### src/sv/tbrc_pkg.sv
// Package for the three-button repeat cursor: item and result structs,
// register map and shared constants. No dependencies.
`default_nettype none
package tbrc_pkg;

    localparam int unsigned COUNT_BITS = 16;
    localparam int unsigned TEXT_MAX   = 255;
    localparam int unsigned TEXT_LIM_I = (TEXT_MAX > 255) ? 255 : TEXT_MAX;

    localparam logic [COUNT_BITS-1:0] CNT_MAX  = {COUNT_BITS{1'b1}};
    localparam logic [7:0]            TEXT_LIM = TEXT_LIM_I[7:0];

    localparam int unsigned ADDR_W = 4;

    // Register byte addresses
    localparam logic [ADDR_W-1:0] REG_PRESS_DELAY   = 4'h0;
    localparam logic [ADDR_W-1:0] REG_REPEAT_RELOAD = 4'h4;
    localparam logic [ADDR_W-1:0] REG_MENU_LOW      = 4'h8;
    localparam logic [ADDR_W-1:0] REG_MENU_HIGH     = 4'hC;

    // Button codes
    localparam logic [1:0] BTN_NONE   = 2'd0;
    localparam logic [1:0] BTN_UP     = 2'd1;
    localparam logic [1:0] BTN_DOWN   = 2'd2;
    localparam logic [1:0] BTN_MIDDLE = 2'd3;

    // Mode codes
    localparam logic [1:0] MODE_MENU    = 2'd0;
    localparam logic [1:0] MODE_TEXT    = 2'd1;
    localparam logic [1:0] MODE_SLEEP   = 2'd2;
    localparam logic [1:0] MODE_CONNECT = 2'd3;

    typedef struct packed {
        logic       up_pressed;
        logic       down_pressed;
        logic       middle_pressed;
        logic [1:0] op_mode;
    } t_in_item;

    typedef struct packed {
        logic       action_flag;
        logic [1:0] fired_button;
        logic       click_pulse;
        logic [7:0] menu_position;
        logic [7:0] text_position;
    } t_out_item;

    typedef struct packed {
        logic [15:0] press_delay;
        logic [15:0] repeat_reload;
        logic [7:0]  menu_low;
        logic [7:0]  menu_high;
    } t_cfg;

endpackage
`default_nettype wire

### src/sv/tbrc_cfg.sv
// Configuration register file with its APB-style access port.
// Depends on tbrc_pkg.
`default_nettype none
module tbrc_cfg
    import tbrc_pkg::*;
(
    input  wire logic              i_clk,
    input  wire logic              i_rst_n,
    input  wire logic              psel,
    input  wire logic              penable,
    input  wire logic              pwrite,
    input  wire logic [ADDR_W-1:0] paddr,
    input  wire logic [31:0]       pwdata,
    output logic      [31:0]       prdata,
    output logic                   pready,
    output t_cfg                   o_cfg
);

    t_cfg r_cfg;
    logic wr_en;

    assign pready = 1'b1;
    assign wr_en  = psel && penable && pwrite;

    always_ff @(posedge i_clk) begin
        if (!i_rst_n) begin
            r_cfg.press_delay   <= 16'd20;
            r_cfg.repeat_reload <= 16'd10;
            r_cfg.menu_low      <= 8'd0;
            r_cfg.menu_high     <= 8'd2;
        end else if (wr_en) begin
            case (paddr)
                REG_PRESS_DELAY:   r_cfg.press_delay   <= pwdata[15:0];
                REG_REPEAT_RELOAD: r_cfg.repeat_reload <= pwdata[15:0];
                REG_MENU_LOW:      r_cfg.menu_low      <= pwdata[7:0];
                REG_MENU_HIGH:     r_cfg.menu_high     <= pwdata[7:0];
                default: ;
            endcase
        end
    end

    always_comb begin
        case (paddr)
            REG_PRESS_DELAY:   prdata = {16'd0, r_cfg.press_delay};
            REG_REPEAT_RELOAD: prdata = {16'd0, r_cfg.repeat_reload};
            REG_MENU_LOW:      prdata = {24'd0, r_cfg.menu_low};
            REG_MENU_HIGH:     prdata = {24'd0, r_cfg.menu_high};
            default:           prdata = 32'd0;
        endcase
    end

    assign o_cfg = r_cfg;

endmodule
`default_nettype wire

### src/sv/tbrc_core.sv
// Button counters, action flag and cursors, with their one-tick update.
// Depends on tbrc_pkg.
`default_nettype none
module tbrc_core
    import tbrc_pkg::*;
(
    input  wire logic     i_clk,
    input  wire logic     i_rst_n,
    input  wire logic     i_advance,
    input  wire t_in_item i_item,
    input  wire t_cfg     i_cfg,
    output t_out_item     o_result
);

    localparam int unsigned CMP_W = (COUNT_BITS > 16) ? COUNT_BITS : 16;

    logic [COUNT_BITS-1:0] r_up_cnt, r_down_cnt, r_mid_cnt;
    logic [COUNT_BITS-1:0] n_up_cnt, n_down_cnt, n_mid_cnt;
    logic                  r_action, n_action;
    logic [7:0]            r_menu, n_menu;
    logic [7:0]            r_text, n_text;

    logic [COUNT_BITS-1:0] reload;
    logic [COUNT_BITS-1:0] sel_cnt, served_cnt;
    logic                  sel_fire;
    logic [1:0]            fired;
    logic                  click;

    // Saturate the reload value to the counter range
    always_comb begin
        if (CMP_W'(i_cfg.repeat_reload) > CMP_W'(CNT_MAX)) begin
            reload = CNT_MAX;
        end else begin
            reload = COUNT_BITS'(i_cfg.repeat_reload);
        end
    end

    // Serve the highest-priority held button
    always_comb begin
        if (i_item.up_pressed) begin
            sel_cnt = r_up_cnt;
        end else if (i_item.down_pressed) begin
            sel_cnt = r_down_cnt;
        end else begin
            sel_cnt = r_mid_cnt;
        end
        sel_fire = CMP_W'(sel_cnt) >= CMP_W'(i_cfg.press_delay);
        if (sel_fire) begin
            served_cnt = reload;
        end else if (sel_cnt != CNT_MAX) begin
            served_cnt = sel_cnt + COUNT_BITS'(1);
        end else begin
            served_cnt = sel_cnt;
        end
    end

    always_comb begin
        n_up_cnt   = reload;
        n_down_cnt = reload;
        n_mid_cnt  = reload;
        n_action   = r_action;
        fired      = BTN_NONE;
        if (i_item.up_pressed) begin
            n_up_cnt = served_cnt;
            if (sel_fire) fired = BTN_UP;
        end else if (i_item.down_pressed) begin
            n_down_cnt = served_cnt;
            if (sel_fire) fired = BTN_DOWN;
        end else if (i_item.middle_pressed) begin
            n_mid_cnt = served_cnt;
            if (sel_fire) fired = BTN_MIDDLE;
        end else begin
            n_action   = 1'b0;
            n_up_cnt   = (r_up_cnt   != '0) ? '0 : COUNT_BITS'(1);
            n_down_cnt = (r_down_cnt != '0) ? '0 : COUNT_BITS'(1);
            n_mid_cnt  = (r_mid_cnt  != '0) ? '0 : COUNT_BITS'(1);
        end
        if (fired != BTN_NONE) n_action = 1'b1;
    end

    // Cursor moves and clicks on a fire
    always_comb begin
        n_menu = r_menu;
        n_text = r_text;
        click  = 1'b0;
        if (fired != BTN_NONE) begin
            case (i_item.op_mode)
                MODE_MENU: begin
                    if (fired == BTN_UP) begin
                        if (r_menu > i_cfg.menu_low) n_menu = r_menu - 8'd1;
                    end else if (fired == BTN_DOWN) begin
                        if (r_menu < i_cfg.menu_high) n_menu = r_menu + 8'd1;
                    end else begin
                        click = 1'b1;
                    end
                end
                MODE_TEXT: begin
                    if (fired == BTN_UP) begin
                        if (r_text != 8'd0) n_text = r_text - 8'd1;
                    end else if (fired == BTN_DOWN) begin
                        if (r_text < TEXT_LIM) n_text = r_text + 8'd1;
                    end else begin
                        click = 1'b1;
                    end
                end
                default: ;
            endcase
        end
    end

    always_ff @(posedge i_clk) begin
        if (!i_rst_n) begin
            r_up_cnt   <= '0;
            r_down_cnt <= '0;
            r_mid_cnt  <= '0;
            r_action   <= 1'b0;
            r_menu     <= 8'd0;
            r_text     <= 8'd0;
        end else if (i_advance) begin
            r_up_cnt   <= n_up_cnt;
            r_down_cnt <= n_down_cnt;
            r_mid_cnt  <= n_mid_cnt;
            r_action   <= n_action;
            r_menu     <= n_menu;
            r_text     <= n_text;
        end
    end

    assign o_result.action_flag   = n_action;
    assign o_result.fired_button  = fired;
    assign o_result.click_pulse   = click;
    assign o_result.menu_position = n_menu;
    assign o_result.text_position = n_text;

endmodule
`default_nettype wire

### src/sv/three_button_repeat_cursor.sv
// Top level of the three-button repeat cursor: input register, core
// update and result register. Depends on tbrc_pkg, tbrc_cfg, tbrc_core.
`default_nettype none
// Button debounce with auto-repeat driving a menu cursor and a text cursor.
// Each input item is one sampling tick: three button levels and the mode.
// Up has priority over down, down over middle. A held button fires once its
// counter reaches press_delay, then reloads to repeat_reload for auto-repeat.
// Every item gives exactly one result item. An item lands in the input
// register, its update runs through one level of compare/increment logic
// in the core, and the result lands in the output register when that
// register is free; one item is taken every clock while the output side
// keeps up. When the output is stalled, the input register still takes
// one more item before o_in_stall rises. Registers (APB, byte address):
// 0x0 press_delay, 0x4 repeat_reload, 0x8 menu_low, 0xC menu_high;
// write them only while no item is in flight.
module three_button_repeat_cursor
    import tbrc_pkg::*;
(
    input  wire logic              i_clk,
    input  wire logic              i_rst_n,
    // input item channel
    input  wire logic              i_in_valid,
    output logic                   o_in_stall,
    input  wire t_in_item          i_in_data,
    // result item channel
    output logic                   o_out_valid,
    input  wire logic              i_out_stall,
    output t_out_item              o_out_data,
    // configuration port
    input  wire logic              psel,
    input  wire logic              penable,
    input  wire logic              pwrite,
    input  wire logic [ADDR_W-1:0] paddr,
    input  wire logic [31:0]       pwdata,
    output logic      [31:0]       prdata,
    output logic                   pready
);

    t_cfg      cfg;
    t_in_item  r_in_item;
    logic      r_in_valid;
    t_out_item r_out_item;
    logic      r_out_valid;
    t_out_item core_result;
    logic      out_free;
    logic      advance;
    logic      in_take;

    tbrc_cfg u_cfg (
        .i_clk   (i_clk),
        .i_rst_n (i_rst_n),
        .psel    (psel),
        .penable (penable),
        .pwrite  (pwrite),
        .paddr   (paddr),
        .pwdata  (pwdata),
        .prdata  (prdata),
        .pready  (pready),
        .o_cfg   (cfg)
    );

    // Output register is free when empty or being drained this cycle
    assign out_free = !r_out_valid || !i_out_stall;
    // Advance the held item into the core and the result register
    assign advance  = r_in_valid && out_free;
    // Hold off the sender only when the input register is full and stuck
    assign o_in_stall = r_in_valid && !out_free;
    assign in_take    = i_in_valid && !o_in_stall;

    tbrc_core u_core (
        .i_clk     (i_clk),
        .i_rst_n   (i_rst_n),
        .i_advance (advance),
        .i_item    (r_in_item),
        .i_cfg     (cfg),
        .o_result  (core_result)
    );

    always_ff @(posedge i_clk) begin
        if (!i_rst_n) begin
            r_in_valid  <= 1'b0;
            r_out_valid <= 1'b0;
        end else begin
            if (in_take) begin
                r_in_valid <= 1'b1;
            end else if (advance) begin
                r_in_valid <= 1'b0;
            end
            if (advance) begin
                r_out_valid <= 1'b1;
            end else if (!i_out_stall) begin
                r_out_valid <= 1'b0;
            end
        end
    end

    // Payload registers: load on acceptance, hold otherwise
    always_ff @(posedge i_clk) begin
        if (in_take) r_in_item <= i_in_data;
        if (advance) r_out_item <= core_result;
    end

    assign o_out_valid = r_out_valid;
    assign o_out_data  = r_out_item;

    // A fire always leaves the action flag set
    a_fire_sets_action: assert property (@(posedge i_clk) disable iff (!i_rst_n)
        (o_out_valid && o_out_data.fired_button != BTN_NONE)
            |-> o_out_data.action_flag)
        else $error("fire without action flag");

    // A click only comes from a middle fire
    a_click_middle: assert property (@(posedge i_clk) disable iff (!i_rst_n)
        (o_out_valid && o_out_data.click_pulse)
            |-> (o_out_data.fired_button == BTN_MIDDLE))
        else $error("click without middle fire");

    // Input side stalls only behind a stalled, full result register
    a_stall_cause: assert property (@(posedge i_clk) disable iff (!i_rst_n)
        o_in_stall |-> (o_out_valid && i_out_stall))
        else $error("input stalled without output backpressure");

    // An advanced item always shows up as a result next cycle
    a_advance_out: assert property (@(posedge i_clk) disable iff (!i_rst_n)
        advance |=> o_out_valid)
        else $error("advanced item lost");

endmodule
`default_nettype wire
### config.mk
export PLATFORM = sky130hd
export DESIGN_NAME = three_button_repeat_cursor
export DESIGN_NICKNAME = d
export VERILOG_FILES = /design/src/sv/tbrc_pkg.sv /design/src/sv/tbrc_cfg.sv /design/src/sv/tbrc_core.sv /design/src/sv/three_button_repeat_cursor.sv
export SDC_FILE = /design/constraint.sdc
export NUM_CORES = 1
export LEC_CHECK = 0
export BUFFER_PORTS_ARGS = -buffer_cell sky130_fd_sc_hd__clkbuf_2
export CORE_MARGIN = 2
export CORE_UTILIZATION = 38
export CTS_BUF_LIST = sky130_fd_sc_hd__clkbuf_2
export DETAILED_ROUTE_END_ITERATION = 12
export HOLD_SLACK_MARGIN = 0.02
export SYNTH_ARGS = -nofsm -noshare
export SYNTH_HDL_FRONTEND = slang
export SYNTH_SLANG_ARGS = --single-unit
### constraint.sdc
create_clock -name i_clk -period 4.05 [get_ports i_clk]
set_input_delay 0.405 -clock i_clk [delete_from_list [all_inputs] [get_ports i_clk]]
set_output_delay 0.405 -clock i_clk [all_outputs]
set_load 0.03 [all_outputs]
==> flow_summary.toml <==
[setup_path]
cp-end-kind = "flop"
worst-path-stages = 13
crit_chain = "buf_12, mux2i_1, o21a_1, inv_1, ha_1, a21oi_1, o21ai_0, a21oi_1, o21ai_2, buf_4, a21o_1, a221oi_1, nor2_1"
critPathKind = "flop to flop"
r2r_cells = 13
data_required_time_at_the_worst_endpoint_ps = 4690
critical_path_s_top_delay_family = "compound AO/OA/AOI/OAI gates"
worstPathArrival_ps = 4210
worst_path_most_repeated_cell = "sky130_fd_sc_hd__a21oi_1"
startpoint_type = "flop"
critical_path.max_stage_delay_ps = 450
path_max_fanout = 23
critPathSlowestCell = "sky130_fd_sc_hd__a221oi_1"
timing.critical_path.buf_inv = 3

[global_route]
wire_length_of_the_first_global_routing_pass_um = 40900
initial_antenna_violation_count = 1
global_route.overflow_total = 0
grt_use_total_pct = 21.2
first_global_vias = 7598
grt_max_degree = 68

[synth]
syn_area_per_cell_um2 = 8.23
synth_top_cells_by_count = "150 x sky130_fd_sc_hd__nand2_1, 115 x sky130_fd_sc_hd__dfxtp_1, 101 x sky130_fd_sc_hd__o21ai_0"
synth-seq-cells = 140
netlist_area_um2 = 8640
post-synth-top-count-cell = "sky130_fd_sc_hd__nand2_1"
synth_async_sr_flop_share_pct = 0
synth_area_leader_cell = "sky130_fd_sc_hd__dfxtp_1"
synth.yosys.warnings = 0
yosysUniqueCellTypes = 82
syn-instance-count = 1049
synth_edf_count = 25
yosys.area.top_type_share_pct = 26.7
synthTopCellsByArea = "sky130_fd_sc_hd__dfxtp_1 27%, sky130_fd_sc_hd__edfxtp_1 8.7%, sky130_fd_sc_hd__nand2_1 6.5%"
part_of_the_yosys_area_used_for_sequential_elements_pct = 35.3
postSynth.topFlopCell = "sky130_fd_sc_hd__dfxtp_1"

[pwr]
p_leak_uw = 0.00369
power.density_cell_area_nw_per_um2 = 311
vdd_ir_drop_max_mv = 0.160
p_total_uw = 3010

[cts]
cts_tree = "yes"
quantity_of_gates_resized_following_cts = 0
cts.sink_count = 140
clock-root-buffer = "sky130_fd_sc_hd__clkbuf_2"
cts.reportedPaths.clkPinSlew_ps = 220
clock_insertion_delay_worst_skew_ps = 740
ctsHtreeMaxLevel = 4
cts_made_buffers = 17
max_buffers_root_to_sink = 2

[final_layout]
nets = 1204
drive_above_1_share_pct = 14.2
final.fill_count = 2273
flow.area_growth_from_synthesis_pct = 11.7
utilization_pct = 42.9

[timing]
totalNegativeSetupSlack_ps = 0
final.setup_skew_ps = 23.8
rsz0062_at_grt = "false"
worstMarginPinSlew_ps = 1140
report.final.hold_viol_count = 0
postLayoutSetupSlackWorst_ps = 476
fin_crit_sh_pct = 88.3
timing.fmax_mhz = 280
shortest_period_the_worst_path_allows_ps = 3570
number_of_failing_setup_endpoints_in_the_final_timing_report = 0
max_slew_headroom_pct = 23.1
final-max-slew-violation-count = 0

[die]
dieArea_um2 = 24000
initial_core_utilization_pct = 38.4
top_level_ports = 103
coreArea_um2 = 22500
floorplan.die.height_um = 155
die_w_um = 155
row_count = 55

[detailed_routing]
detailedRoute.firstPassIterationCount = 7
vias = 8037
drtAntennaViolNets = 0
detail_route.wl_per_cell_um = 17.6
drt_drc_violations_left = 0
wl_um = 24900
via_density = 5.66
number_of_drc_markers_in_iteration_0 = 635

[hold_path]
min_path_type = "input pin to flop"
hold-path-cell-count = 2

[placement]
gp_routability_congestion = 0.875
port-buffer-count = 69
dp_slack_ps = 578
dp_hpwl_um = 17400

[run_status]
outcome = "finished, final reports clean"

[run]
drv_cap = 0
## power by group
| part | internal, uW | switching (uW) |
|---|---|---|
| clock network | 287 | 568 |
| registers | 1470 | 43.4 |
| logic | 213 | 422 |
| total | 1970 | 1030 |
## cell type report
cell class | count | area (um^2) | area share [%]
multi-input combinational | 794 | 5040 | 52.3
clock buffer | 18 | 90.1 | 0.933
inverter | 53 | 199 | 2.06
tap | 285 | 357 | 3.69
timing repair buffer | 113 | 763 | 7.91
antenna | 2 | 5.00 | 0.0519
sequential | 140 | 3050 | 31.6
clock inverter | 14 | 141 | 1.46
## repair_timing
action | CTS | global route
hold endpoints to repair | 55 | 0
hold buffers | 24 | 0
buffers inserted | 0 | 0
## cells in the final DEF (no fill, tap or decap), types with 24 or more instances in the layout
cell / Yosys / final
sky130_fd_sc_hd__clkbuf_2: 0 / 86
sky130_fd_sc_hd__a21boi_0: 36 / 36
sky130_fd_sc_hd__dlygate4sd3_1: 0 / 24
sky130_fd_sc_hd__dfxtp_1: 115 / 115
sky130_fd_sc_hd__inv_1: 51 / 50
sky130_fd_sc_hd__nand3_1: 25 / 25
sky130_fd_sc_hd__mux2i_1: 38 / 38
sky130_fd_sc_hd__nand2_1: 150 / 150
sky130_fd_sc_hd__a21oi_1: 50 / 50
sky130_fd_sc_hd__nor2_1: 53 / 53
sky130_fd_sc_hd__ha_1: 37 / 37
sky130_fd_sc_hd__edfxtp_1: 25 / 25
sky130_fd_sc_hd__o21ai_0: 101 / 101
## kinds of logic after synthesis
| kind of cell | after synthesis | share of synthesized area [%] |
|---|---|---|
| simple gates | 348 | 19.6 |
| compound gates | 333 | 25.8 |
| flops | 140 | 35.3 |
| buf+inv | 130 | 6.97 |
| mux | 44 | 5.36 |
| fa+ha+maj | 37 | 5.36 |
| xor+xnor | 15 | 1.52 |
| other cells | 2 | 0.0869 |
## metrics by stage
| stage | hold WS (ps) | cell area, um^2 | std cells |
|---|---|---|---|
| final | 201 | 9650 | 1419 |
| after global routing | 145 | 9650 | 1419 |
| after CTS | 125 | 9650 | 1417 |
| after detailed placement | 459 | 9180 | 1361 |
| after global placement | 452 | 9180 | 1361 |
| after floorplan | 443 | 8690 | 1064 |
## final timing paths
kind / from / end / slack, ps
hold reg to reg: u_cfg.o_cfg[44] / u_cfg.o_cfg[44] / 480
setup reg to reg: r_in_item[3] / u_core.r_down_cnt[2] / 480
hold / removal: i_rst_n / u_core.r_text[6] / 200
setup / recovery: r_in_item[3] / u_core.r_down_cnt[2] / 480
## registers in the layout, indices dropped and copies added, names as in the netlist
| signal | flops |
|---|---|
| u_cfg.o_cfg | 48 |
| o_out_data | 20 |
| r_in_item | 5 |
| o_out_valid | 1 |
| u_core.r_text | 8 |
| u_core.r_mid_cnt | 16 |
| u_core.r_menu | 8 |
| r_in_valid | 1 |
| u_core.r_down_cnt | 16 |
| u_core.r_up_cnt | 16 |
| u_core.r_action | 1 |
## per-layer routing
layer / vias up / wire [um] / track usage (%)
met1: 3785 / 11900 / 30.0
met4: 0 / 367 / 6.22
li1: 3936 / - / -
met5: - / 0 / 0
met2: 280 / 11100 / 32.6
met3: 36 / 1570 / 4.51
Power figures use the tool's default switching activity.
